**src/design/adr_pkg.sv**
```systemverilog
// Shared types and constants for the audio downmix and resampler block.
package adr_pkg;

	localparam int unsigned SAMPLE_W         = 16;
	localparam int unsigned RATE_W           = 18;
	localparam int unsigned CHAN_W           = 4;
	localparam int unsigned BLOCK_W          = 13;
	localparam int unsigned SRC_IDX_W        = 12;
	localparam int unsigned PHASE_W          = 18;
	localparam int unsigned PHASE_WORK_W     = 19;
	localparam int unsigned OUTPUT_RATE      = 48000;
	localparam int unsigned MAX_BLOCK_FRAMES = 4096;
	localparam int unsigned MAX_RESULTS      = 7;
	localparam int unsigned RUN_CNT_W        = 3;
	localparam int unsigned CFG_IDX_W        = 2;
	localparam int unsigned CFG_DATA_W       = 18;
	localparam int unsigned QDEPTH           = 4;
	localparam int unsigned QPTR_W           = 2;
	localparam int unsigned QCNT_W           = 3;

	// floor(a*707/1000) == (a*MUL_C) >> MUL_SHIFT for every a up to 32768
	localparam int unsigned MUL_C     = 47445967;
	localparam int unsigned MUL_C_W   = 26;
	localparam int unsigned MUL_SHIFT = 26;
	localparam int unsigned MAG_W     = 17;

	localparam int unsigned RST_SOURCE_RATE   = 48000;
	localparam int unsigned RST_CHANNEL_COUNT = 2;
	localparam int unsigned RST_BLOCK_FRAMES  = 1024;

	typedef logic signed [SAMPLE_W-1:0] sample_t;

	typedef struct packed {
		sample_t sample_0;
		sample_t sample_1;
		sample_t sample_2;
		sample_t sample_3;
		sample_t sample_4;
		sample_t sample_5;
	} in_word_t;

	typedef struct packed {
		sample_t out_left;
		sample_t out_right;
		logic    last_of_run;
		logic    block_end;
	} out_word_t;

	typedef struct packed {
		sample_t left;
		sample_t right;
		logic    last_frame;
	} mix_word_t;

	typedef enum logic [1:0] {
		MIX_MONO,
		MIX_STEREO,
		MIX_QUAD,
		MIX_SIX
	} mix_mode_t;

	typedef enum logic [CFG_IDX_W-1:0] {
		CFG_SOURCE_RATE   = 2'd0,
		CFG_CHANNEL_COUNT = 2'd1,
		CFG_BLOCK_FRAMES  = 2'd2
	} cfg_reg_t;

endpackage

```
**src/design/adr_in_if.sv**
```systemverilog
// Source frame channel: valid/ready handshake with six samples.
interface adr_in_if;
	logic             valid;
	logic             ready;
	adr_pkg::in_word_t data;

	modport source (output valid, output data, input ready);
	modport sink (input valid, input data, output ready);
endinterface

```
**src/design/adr_out_if.sv**
```systemverilog
// Stereo result channel: valid/ready handshake with the stereo word.
interface adr_out_if;
	logic               valid;
	logic               ready;
	adr_pkg::out_word_t data;

	modport source (output valid, output data, input ready);
	modport sink (input valid, input data, output ready);
endinterface

```
**src/design/adr_front.sv**
```systemverilog
// Front end: accepts source frames, tracks block position, downmixes to stereo.
module adr_front (
	input  logic                            clk,
	input  logic                            arst_n,
	input  logic [adr_pkg::RATE_W-1:0]      source_rate,
	input  logic [adr_pkg::CHAN_W-1:0]      channel_count,
	input  logic [adr_pkg::BLOCK_W-1:0]     block_frames,
	adr_in_if.sink                          frame,
	output logic                            push_valid,
	input  logic                            push_ready,
	output adr_pkg::mix_word_t              push_word
);

	localparam int unsigned PROD_W = adr_pkg::MAG_W + adr_pkg::MUL_C_W;
	localparam int unsigned SUM_W  = adr_pkg::SAMPLE_W + 3;

	function automatic adr_pkg::mix_mode_t decode_mode(input logic [adr_pkg::CHAN_W-1:0] cc);
		adr_pkg::mix_mode_t m;
		if (cc >= adr_pkg::CHAN_W'(6))
			m = adr_pkg::MIX_SIX;
		else if (cc >= adr_pkg::CHAN_W'(4))
			m = adr_pkg::MIX_QUAD;
		else if (cc >= adr_pkg::CHAN_W'(2))
			m = adr_pkg::MIX_STEREO;
		else
			m = adr_pkg::MIX_MONO;
		return m;
	endfunction

	function automatic adr_pkg::sample_t sat16(input logic signed [SUM_W-1:0] x);
		adr_pkg::sample_t r;
		if (x < -SUM_W'(32768))
			r = adr_pkg::sample_t'(-32768);
		else if (x > SUM_W'(32767))
			r = adr_pkg::sample_t'(32767);
		else
			r = adr_pkg::sample_t'(x);
		return r;
	endfunction

	logic                            en;
	logic                            ignore;
	logic                            take;
	logic                            last_frame;
	logic [adr_pkg::BLOCK_W-1:0]     bf_eff;
	logic [adr_pkg::SRC_IDX_W-1:0]   src_idx_q;

	logic                            v_s1;
	logic                            last_s1;
	adr_pkg::mix_mode_t              mode_s1;
	adr_pkg::sample_t                smp_s1 [6];

	logic                            v_s2;
	logic                            last_s2;
	adr_pkg::mix_mode_t              mode_s2;
	adr_pkg::sample_t                s0_s2;
	adr_pkg::sample_t                s1_s2;
	adr_pkg::sample_t                half3_s2;
	logic [3:0]                      neg_s2;
	logic [adr_pkg::SAMPLE_W-1:0]    q_s2 [4];

	logic [adr_pkg::MAG_W-1:0]       mag [4];
	logic [PROD_W-1:0]               prod [4];
	logic signed [adr_pkg::SAMPLE_W:0] s3_adj;
	logic signed [SUM_W-1:0]         term [4];
	logic signed [SUM_W-1:0]         lsum;
	logic signed [SUM_W-1:0]         rsum;

	// Stage 0: accept and block position
	assign en          = !v_s2 || push_ready;
	assign frame.ready = en;
	assign ignore      = (source_rate == '0) || (channel_count == '0) || (block_frames == '0);
	assign take        = frame.valid && en && !ignore;
	assign bf_eff      = (block_frames > adr_pkg::BLOCK_W'(adr_pkg::MAX_BLOCK_FRAMES)) ?
		adr_pkg::BLOCK_W'(adr_pkg::MAX_BLOCK_FRAMES) : block_frames;
	assign last_frame  = ({1'b0, src_idx_q} + adr_pkg::BLOCK_W'(1)) >= bf_eff;

	always_ff @(posedge clk or negedge arst_n) begin
		if (!arst_n) begin
			src_idx_q <= '0;
			v_s1      <= 1'b0;
			v_s2      <= 1'b0;
		end else begin
			if (take)
				src_idx_q <= last_frame ? '0 : src_idx_q + adr_pkg::SRC_IDX_W'(1);
			if (en) begin
				v_s1 <= take;
				v_s2 <= v_s1;
			end
		end
	end

	always_ff @(posedge clk) begin
		if (en) begin
			smp_s1[0] <= frame.data.sample_0;
			smp_s1[1] <= frame.data.sample_1;
			smp_s1[2] <= frame.data.sample_2;
			smp_s1[3] <= frame.data.sample_3;
			smp_s1[4] <= frame.data.sample_4;
			smp_s1[5] <= frame.data.sample_5;
			mode_s1   <= decode_mode(channel_count);
			last_s1   <= last_frame;
		end
	end

	// Stage 1: magnitudes times 0.707, truncated toward zero
	always_comb begin
		for (int i = 0; i < 4; i++) begin
			mag[i]  = smp_s1[i+2][adr_pkg::SAMPLE_W-1] ?
				(~{smp_s1[i+2][adr_pkg::SAMPLE_W-1], smp_s1[i+2]} + adr_pkg::MAG_W'(1)) :
				{smp_s1[i+2][adr_pkg::SAMPLE_W-1], smp_s1[i+2]};
			prod[i] = PROD_W'(mag[i]) * PROD_W'(adr_pkg::MUL_C);
		end
		// LFE halved toward zero: bias negatives by one before the shift
		s3_adj = {smp_s1[3][adr_pkg::SAMPLE_W-1], smp_s1[3]} +
			(adr_pkg::SAMPLE_W+1)'(smp_s1[3][adr_pkg::SAMPLE_W-1]);
	end

	always_ff @(posedge clk) begin
		if (en) begin
			for (int i = 0; i < 4; i++) begin
				q_s2[i]   <= prod[i][adr_pkg::MUL_SHIFT +: adr_pkg::SAMPLE_W];
				neg_s2[i] <= smp_s1[i+2][adr_pkg::SAMPLE_W-1];
			end
			s0_s2    <= smp_s1[0];
			s1_s2    <= smp_s1[1];
			half3_s2 <= s3_adj[adr_pkg::SAMPLE_W:1];
			mode_s2  <= mode_s1;
			last_s2  <= last_s1;
		end
	end

	// Stage 2: signed sums and saturation
	always_comb begin
		for (int i = 0; i < 4; i++)
			term[i] = neg_s2[i] ? -signed'(SUM_W'(q_s2[i])) : signed'(SUM_W'(q_s2[i]));
		lsum = SUM_W'(s0_s2);
		rsum = SUM_W'(s1_s2);
		unique case (mode_s2)
			adr_pkg::MIX_MONO: begin
				lsum = SUM_W'(s0_s2);
				rsum = SUM_W'(s0_s2);
			end
			adr_pkg::MIX_STEREO: begin
				lsum = SUM_W'(s0_s2);
				rsum = SUM_W'(s1_s2);
			end
			adr_pkg::MIX_QUAD: begin
				lsum = SUM_W'(s0_s2) + term[0];
				rsum = SUM_W'(s1_s2) + term[1];
			end
			adr_pkg::MIX_SIX: begin
				lsum = SUM_W'(s0_s2) + term[0] + SUM_W'(half3_s2) + term[2];
				rsum = SUM_W'(s1_s2) + term[0] + SUM_W'(half3_s2) + term[3];
			end
			default: begin
				lsum = SUM_W'(s0_s2);
				rsum = SUM_W'(s1_s2);
			end
		endcase
	end

	assign push_valid           = v_s2;
	assign push_word.left       = sat16(lsum);
	assign push_word.right      = sat16(rsum);
	assign push_word.last_frame = last_s2;

endmodule

```
**src/design/adr_queue.sv**
```systemverilog
// Short FIFO between the front end and the output sequencer.
module adr_queue (
	input  logic               clk,
	input  logic               arst_n,
	input  logic               push_valid,
	output logic               push_ready,
	input  adr_pkg::mix_word_t push_word,
	output logic               pop_valid,
	input  logic               pop_ready,
	output adr_pkg::mix_word_t pop_word
);

	adr_pkg::mix_word_t            mem_q [adr_pkg::QDEPTH];
	logic [adr_pkg::QPTR_W-1:0]    wr_ptr_q;
	logic [adr_pkg::QPTR_W-1:0]    rd_ptr_q;
	logic [adr_pkg::QCNT_W-1:0]    count_q;
	logic                          push_fire;
	logic                          pop_fire;

	assign push_ready = count_q != adr_pkg::QCNT_W'(adr_pkg::QDEPTH);
	assign pop_valid  = count_q != '0;
	assign push_fire  = push_valid && push_ready;
	assign pop_fire   = pop_valid && pop_ready;
	assign pop_word   = mem_q[rd_ptr_q];

	always_ff @(posedge clk or negedge arst_n) begin
		if (!arst_n) begin
			wr_ptr_q <= '0;
			rd_ptr_q <= '0;
			count_q  <= '0;
		end else begin
			if (push_fire)
				wr_ptr_q <= wr_ptr_q + adr_pkg::QPTR_W'(1);
			if (pop_fire)
				rd_ptr_q <= rd_ptr_q + adr_pkg::QPTR_W'(1);
			if (push_fire && !pop_fire)
				count_q <= count_q + adr_pkg::QCNT_W'(1);
			else if (pop_fire && !push_fire)
				count_q <= count_q - adr_pkg::QCNT_W'(1);
		end
	end

	always_ff @(posedge clk) begin
		if (push_fire)
			mem_q[wr_ptr_q] <= push_word;
	end

`ifndef SYNTHESIS
	a_count_bound: assert property (@(posedge clk) disable iff (!arst_n)
		count_q <= adr_pkg::QCNT_W'(adr_pkg::QDEPTH))
		else $error("queue count past depth");

	a_count_push: assert property (@(posedge clk) disable iff (!arst_n)
		(push_fire && !pop_fire) |=> count_q == $past(count_q) + adr_pkg::QCNT_W'(1))
		else $error("queue count missed a push");
`endif

endmodule

```
**src/design/adr_back.sv**
```systemverilog
// Sample-and-hold back end: at most one stereo word per cycle, none while stalled or idle.
module adr_back (
	input  logic                        clk,
	input  logic                        arst_n,
	input  logic [adr_pkg::RATE_W-1:0]  source_rate,
	input  logic                        pop_valid,
	output logic                        pop_ready,
	input  adr_pkg::mix_word_t          pop_word,
	adr_out_if.source                   stereo
);

	localparam int unsigned SUM_W = adr_pkg::PHASE_WORK_W + 1;

	logic                              busy_q;
	logic [adr_pkg::PHASE_WORK_W-1:0]  ph_w_q;
	logic [adr_pkg::RUN_CNT_W-1:0]     n_q;
	logic [adr_pkg::PHASE_W-1:0]       phase_acc_q;
	adr_pkg::mix_word_t                cur_q;
	logic                              ov_q;
	adr_pkg::out_word_t                out_q;

	logic                              below;
	logic [SUM_W-1:0]                  sum;
	logic                              want_emit;
	logic                              out_free;
	logic                              step;
	logic [adr_pkg::PHASE_WORK_W-1:0]  final_ph;
	logic                              done;
	logic [adr_pkg::PHASE_W-1:0]       new_acc;
	logic                              last_run;
	logic                              pop_fire;

	assign below     = ph_w_q < adr_pkg::PHASE_WORK_W'(adr_pkg::OUTPUT_RATE);
	assign sum       = {1'b0, ph_w_q} + SUM_W'(source_rate);
	// past the seventh word of a frame the phase still advances, silently
	assign want_emit = busy_q && below && (n_q != adr_pkg::RUN_CNT_W'(adr_pkg::MAX_RESULTS));
	assign out_free  = !ov_q || stereo.ready;
	assign step      = busy_q && !(want_emit && !out_free);
	assign final_ph  = below ? sum[adr_pkg::PHASE_WORK_W-1:0] : ph_w_q;
	assign done      = step && (final_ph >= adr_pkg::PHASE_WORK_W'(adr_pkg::OUTPUT_RATE));
	assign new_acc   = cur_q.last_frame ? '0 :
		adr_pkg::PHASE_W'(final_ph - adr_pkg::PHASE_WORK_W'(adr_pkg::OUTPUT_RATE));
	assign last_run  = (sum >= SUM_W'(adr_pkg::OUTPUT_RATE)) ||
		(n_q == adr_pkg::RUN_CNT_W'(adr_pkg::MAX_RESULTS - 1));
	assign pop_ready = !busy_q || done;
	assign pop_fire  = pop_valid && pop_ready;

	always_ff @(posedge clk or negedge arst_n) begin
		if (!arst_n) begin
			busy_q      <= 1'b0;
			ph_w_q      <= '0;
			n_q         <= '0;
			phase_acc_q <= '0;
			ov_q        <= 1'b0;
		end else begin
			if (pop_fire) begin
				busy_q <= 1'b1;
				ph_w_q <= {1'b0, done ? new_acc : phase_acc_q};
				n_q    <= '0;
			end else if (done) begin
				busy_q <= 1'b0;
			end else if (step) begin
				ph_w_q <= final_ph;
				if (want_emit)
					n_q <= n_q + adr_pkg::RUN_CNT_W'(1);
			end
			if (done)
				phase_acc_q <= new_acc;
			if (want_emit && out_free)
				ov_q <= 1'b1;
			else if (stereo.ready)
				ov_q <= 1'b0;
		end
	end

	always_ff @(posedge clk) begin
		if (pop_fire)
			cur_q <= pop_word;
		if (want_emit && out_free) begin
			out_q.out_left    <= cur_q.left;
			out_q.out_right   <= cur_q.right;
			out_q.last_of_run <= last_run;
			out_q.block_end   <= last_run && cur_q.last_frame;
		end
	end

	assign stereo.valid = ov_q;
	assign stereo.data  = out_q;

`ifndef SYNTHESIS
	a_end_is_last: assert property (@(posedge clk) disable iff (!arst_n)
		(ov_q && out_q.block_end) |-> out_q.last_of_run)
		else $error("block end word not last of its run");

	a_emit_busy: assert property (@(posedge clk) disable iff (!arst_n)
		$rose(ov_q) |-> $past(busy_q))
		else $error("word emitted while sequencer idle");

	a_block_wrap: assert property (@(posedge clk) disable iff (!arst_n)
		(done && cur_q.last_frame) |=> phase_acc_q == '0)
		else $error("phase not cleared at block end");
`endif

endmodule

```
**src/design/audio_downmix_resampler_top.sv**
```systemverilog
// A taken frame passes the front-end stages, the queue and the back end's frame and
// output registers before its first stereo word is valid. The sequencer emits a
// frame's words in turn, skipping any past the seventh, and pops the next as it ends.
// The front end takes one frame per cycle while the four-word queue has room.
// Reset: asynchronous, active low; registers return to their reset values,
// block position and phase clear to zero, no clearing pass.
module audio_downmix_resampler_top (
	input  logic                             clk,
	input  logic                             arst_n,
	input  logic                             wr_en,
	input  logic [adr_pkg::CFG_IDX_W-1:0]    wr_index,
	input  logic [adr_pkg::CFG_DATA_W-1:0]   wr_data,
	adr_in_if.sink                           frame,
	adr_out_if.source                        stereo
);

	logic [adr_pkg::RATE_W-1:0]   source_rate_q;
	logic [adr_pkg::CHAN_W-1:0]   channel_count_q;
	logic [adr_pkg::BLOCK_W-1:0]  block_frames_q;

	logic                         push_valid;
	logic                         push_ready;
	adr_pkg::mix_word_t           push_word;
	logic                         pop_valid;
	logic                         pop_ready;
	adr_pkg::mix_word_t           pop_word;

	always_ff @(posedge clk or negedge arst_n) begin
		if (!arst_n) begin
			source_rate_q   <= adr_pkg::RATE_W'(adr_pkg::RST_SOURCE_RATE);
			channel_count_q <= adr_pkg::CHAN_W'(adr_pkg::RST_CHANNEL_COUNT);
			block_frames_q  <= adr_pkg::BLOCK_W'(adr_pkg::RST_BLOCK_FRAMES);
		end else if (wr_en) begin
			unique case (adr_pkg::cfg_reg_t'(wr_index))
				adr_pkg::CFG_SOURCE_RATE:   source_rate_q   <= wr_data[adr_pkg::RATE_W-1:0];
				adr_pkg::CFG_CHANNEL_COUNT: channel_count_q <= wr_data[adr_pkg::CHAN_W-1:0];
				adr_pkg::CFG_BLOCK_FRAMES:  block_frames_q  <= wr_data[adr_pkg::BLOCK_W-1:0];
				default: ;
			endcase
		end
	end

	adr_front u_front (
		.clk           (clk),
		.arst_n        (arst_n),
		.source_rate   (source_rate_q),
		.channel_count (channel_count_q),
		.block_frames  (block_frames_q),
		.frame         (frame),
		.push_valid    (push_valid),
		.push_ready    (push_ready),
		.push_word     (push_word)
	);

	adr_queue u_queue (
		.clk        (clk),
		.arst_n     (arst_n),
		.push_valid (push_valid),
		.push_ready (push_ready),
		.push_word  (push_word),
		.pop_valid  (pop_valid),
		.pop_ready  (pop_ready),
		.pop_word   (pop_word)
	);

	adr_back u_back (
		.clk         (clk),
		.arst_n      (arst_n),
		.source_rate (source_rate_q),
		.pop_valid   (pop_valid),
		.pop_ready   (pop_ready),
		.pop_word    (pop_word),
		.stereo      (stereo)
	);

endmodule
```
**src/flat_wrapper.sv**
```systemverilog
// flat-port wrapper written by rule: the top's interface ports become plain ports
module audio_downmix_resampler_top_flat 
  (clk, arst_n, wr_en, wr_index, wr_data, frame_valid, frame_data, frame_ready, stereo_valid, stereo_data, stereo_ready);
  adr_in_if frame_i ();
  adr_out_if stereo_i ();
  input  logic clk;
  input  logic arst_n;
  input  logic wr_en;
  input  logic [adr_pkg::CFG_IDX_W-1:0] wr_index;
  input  logic [adr_pkg::CFG_DATA_W-1:0] wr_data;
  input wire logic [$bits(frame_i.valid)-1:0] frame_valid;
  input wire logic [$bits(frame_i.data)-1:0] frame_data;
  output wire logic [$bits(frame_i.ready)-1:0] frame_ready;
  output wire logic [$bits(stereo_i.valid)-1:0] stereo_valid;
  output wire logic [$bits(stereo_i.data)-1:0] stereo_data;
  input wire logic [$bits(stereo_i.ready)-1:0] stereo_ready;
  assign frame_i.valid = frame_valid;
  assign frame_i.data = frame_data;
  assign frame_ready = frame_i.ready;
  assign stereo_valid = stereo_i.valid;
  assign stereo_data = stereo_i.data;
  assign stereo_i.ready = stereo_ready;
  audio_downmix_resampler_top u_core (.clk(clk), .arst_n(arst_n), .wr_en(wr_en), .wr_index(wr_index), .wr_data(wr_data), .frame(frame_i), .stereo(stereo_i));
endmodule
```
**config.mk**
```make
export PLATFORM = sky130hd
export DESIGN_NAME = audio_downmix_resampler_top_flat
export DESIGN_NICKNAME = d
export VERILOG_FILES = /design/src/design/adr_pkg.sv /design/src/design/adr_in_if.sv /design/src/design/adr_out_if.sv /design/src/design/adr_front.sv /design/src/design/adr_queue.sv /design/src/design/adr_back.sv /design/src/design/audio_downmix_resampler_top.sv /design/src/flat_wrapper.sv
export SDC_FILE = /design/constraint.sdc
export NUM_CORES = 2
export LEC_CHECK = 0
export ABC_AREA = 1
export BUFFER_PORTS_ARGS = -buffer_cell sky130_fd_sc_hd__clkbuf_2
export CORE_MARGIN = 2
export CORE_UTILIZATION = 55
export CTS_CLUSTER_DIAMETER = 40
export DETAILED_ROUTE_END_ITERATION = 8
export GPL_TIMING_DRIVEN = 0
export PLACE_DENSITY_LB_ADDON = 0.1
export SYNTH_ARGS = -nofsm -noshare
export SYNTH_HDL_FRONTEND = slang
export SYNTH_HIERARCHICAL = 1
export SYNTH_SLANG_ARGS = --single-unit
```
**constraint.sdc**
```tcl
create_clock -name clk -period 7.3 [get_ports clk]
set_input_delay 0.73 -clock clk [delete_from_list [all_inputs] [get_ports clk]]
set_output_delay 0.73 -clock clk [all_outputs]
set_load 0.05 [all_outputs]
```
==> impl_metrics.toml <==
[cells_and_area]
nets = 9184
ff_latch_area_um2 = 14960
multi_input_area_um2 = 42570
insertedDiodeCount = 0
synthToLayoutAreaGrowth_pct = 13.79
final_cells = 9111
layout-drive-gt1-share_pct = 11.76
nFillCells = 9840
fin_util_pct = 63.09

[placement]
placed_cells = 8795
port_buffers = 154
gp_congestion = 1.002
hpwl_um = 148000

[yosys]
synth_common_cells = "inv_1, nand2_1, fa_1, ha_1, edfxtp_1"
synth_top_area_share_pct = 26.05
synth_area_um2 = 63400
synthTopCellsByArea = "fa_1, edfxtp_1, ha_1"
syn_inst = 7106
seq_area_frac_synth_pct = 23.59
synth_seq_cells = 514
synth_edf_count = 416
synthDominantAreaCellType = "fa_1"
synthFlopType = "edfxtp_1"
avgSynthCellArea_um2 = 8.921
yosysMostFrequentCell = "inv_1"
yosysWarnings = 6
synthArstFlopShare_pct = 19.07
yosys.cell_types.count = 69

[sta]
hold_viol_final = 0
slew_violations = 0
clock.fmax_mhz = 138.5
setup_violations = 0
rsz0062_at_grt = "yes"
finalCriticalPeriod_ns = 7.221
max_slew_margin_pct = 11.38
min_period_over_period_pct = 98.92
skew_ns = 0.06853
worstMarginPinSlew_ns = 1.315

[routing]
avgViaCountPerCell = 5.252
drt-pass1-iter-count = 8
wl_um = 175900
remaining_drc_errors = 0
wl_per_cell_um = 19.31
ant_nets = 0
vias = 47850
drtIter0Drc = 3113

[setup_path]
arrival_ns = 7.67
critPathSlowestCell = "fa_1"
start_kind = "flip-flop"
cp.required_ns = 7.74
cp_slowest_stage_delay_ns = 0.55
cp-end-kind = "flip-flop"
worstPathMaxFanout = 6
crit_type = "reg -> reg"

[job]
max-cap-violations = 0

[floorplanning]
die_y_um = 343.5
initial_utilization_pct = 55.44
io_pins = 157
die_w_um = 343.5
rows = 124
coreArea_um2 = 114300
die_area_um2 = 118000

[global_route]
gr-total-overflow = 0
grt_pass1_wl_um = 272700
grt_pass1_vias = 48420
antenna_found_initial = 2
grt.total_usage_pct = 30.32
grt_max_degree = 104

[cts]
cts.path.max_buffers = 3
clock_latency_ns = 0.71
cts_tree = "done"
path_clk_slew_ns = 0.06
cts_root_buf = "clkbuf_16"
htree_levels = 3
cts_made_buffers = 83
clock-sinks = 514
cts_hold_buf = 0

[worst_hold_path]
worstHoldPathType = "in -> async"

[status]
outcome = "finished clean"
-- worst max-delay path, delay by kind of cell (launching register included) --
family / cells / cell delay (ns)
buffers and inverters: 7 / 0.80
DFF: 1 / 0.45
adders and majority gates: 7 / 3.38
and+or+nand+nor: 13 / 1.42
xor gates and xnor gates: 1 / 0.19
AOI/OAI and AO/OA: 3 / 0.75
-- path summary, 6_finish.rpt --
| kind | endpoint | slack [ns] | startpoint | depth (start not counted) |
|---|---|---|---|---|
| setup / recovery | u_core/u_front/q_s2[1][10] | 0.08 | u_core/u_front/smp_s1[3][0] | 31 |
| hold / removal | u_core/channel_count_q[2] | 0.15 | arst_n | 1 |
| setup reg to reg | u_core/u_front/q_s2[1][10] | 0.08 | u_core/u_front/smp_s1[3][0] | 31 |
| hold reg to reg | u_core/u_front/last_s2 | 0.40 | u_core/u_front/last_s1 | 0 |
| max in group asynchronous | u_core/u_queue/rd_ptr_q[1] | 6.43 | arst_n | 2 |
| min in group clk | u_core/u_front/smp_s1[2][5] | 0.20 | frame_data[53] | 1 |
-- cells in the final DEF (no fill, tap or decap), types with 32 or more instances in the layout --
master / count
nand4_1: 54
a31oi_1: 33
clkbuf_2: 155
fa_1: 794
dfrtp_1: 89
inv_2: 32
nand3_1: 281
xor2_1: 120
nor2_1: 385
a21oi_2: 36
inv_1: 1810
a21oi_1: 327
o21ai_0: 226
nand2_1: 1079
ha_1: 677
edfxtp_1: 416
o211ai_1: 82
buf_4: 160
xnor2_1: 64
nor3_1: 52
clkbuf_16: 83
-- metal layers --
metal	routed length [um]	vias to the layer above	GRT usage, %
met5	0	-	0
met4	4704	0	7.842
met3	11480	228	5.095
met2	80190	1306	47.79
met1	79540	23210	43.64
li1	-	23110	-
-- through the flow --
step / setup slack [ns] / area (um^2) / setup TNS [ns] / hold WS [ns]
final: 0.07913 / 72140 / 0 / 0.1486
after global routing: -0.2061 / 72140 / -2.266 / 0.1696
after CTS: -0.02357 / 70290 / -0.02357 / 0.1404
after detailed placement: -1.633 / 66360 / -68.14 / 0.4045
after global placement: -2.406 / 66110 / -207.56 / 0.4028
after floorplan: 0.1591 / 63450 / 0 / 0.4003
-- kinds of logic (layout without fill, tap and decap cells) --
kind of cell    Yosys count  count (layout)  synth area share (%)
buf+inv                1943            2422                 11.79
xor+xnor                230             230                 3.189
simple gates           2027            2027                 13.60
flops                   514             514                 23.59
other cells               2              16               0.01185
compound gates          856             856                 7.774
fa+ha+maj              1534            1534                 40.05
-- area by class of cell --
cell class,instances,share of cell area [%]
Multi-Input combinational cell,4663,59.02
Clock inverter,69,1.152
Clock buffer,86,2.895
Sequential cell,514,20.73
Tap cell,1512,2.623
Timing Repair Buffer,325,3.112
Buffer,75,0.6470
Inverter,1867,9.819
-- flip-flops by register name, indices dropped and copies added, names as in the netlist, 2 cells and up --
name / flops
u_core/u_queue/mem_q: 132
u_core/u_front/smp_s1: 96
u_core/u_front/q_s2: 64
u_core/u_back/stereo.data: 34
u_core/u_back/cur_q: 33
u_core/u_back/ph_w_q: 19
u_core/source_rate_q: 18
u_core/u_back/phase_acc_q: 18
u_core/u_front/s0_s2: 16
u_core/u_front/s1_s2: 16
u_core/u_front/half3_s2: 15
u_core/block_frames_q: 13
u_core/u_front/src_idx_q: 12
u_core/channel_count_q: 4
u_core/u_front/neg_s2: 4
u_core/u_back/n_q: 3
u_core/u_queue/count_q: 3
u_core/u_front/mode_s1: 2
u_core/u_front/mode_s2: 2
u_core/u_queue/rd_ptr_q: 2
u_core/u_queue/wr_ptr_q: 2
-- timing repair --
action	4_1_cts	5_1_grt
buffers inserted	54	107
gates cloned	0	0
pin swaps	32	74
gates resized for setup	112	223
endpoints found under the setup margin	64	64
Power is left out: the tool's default activity adds up to more than one toggle a clock period on the data nets, which glitch-free logic cannot reach.
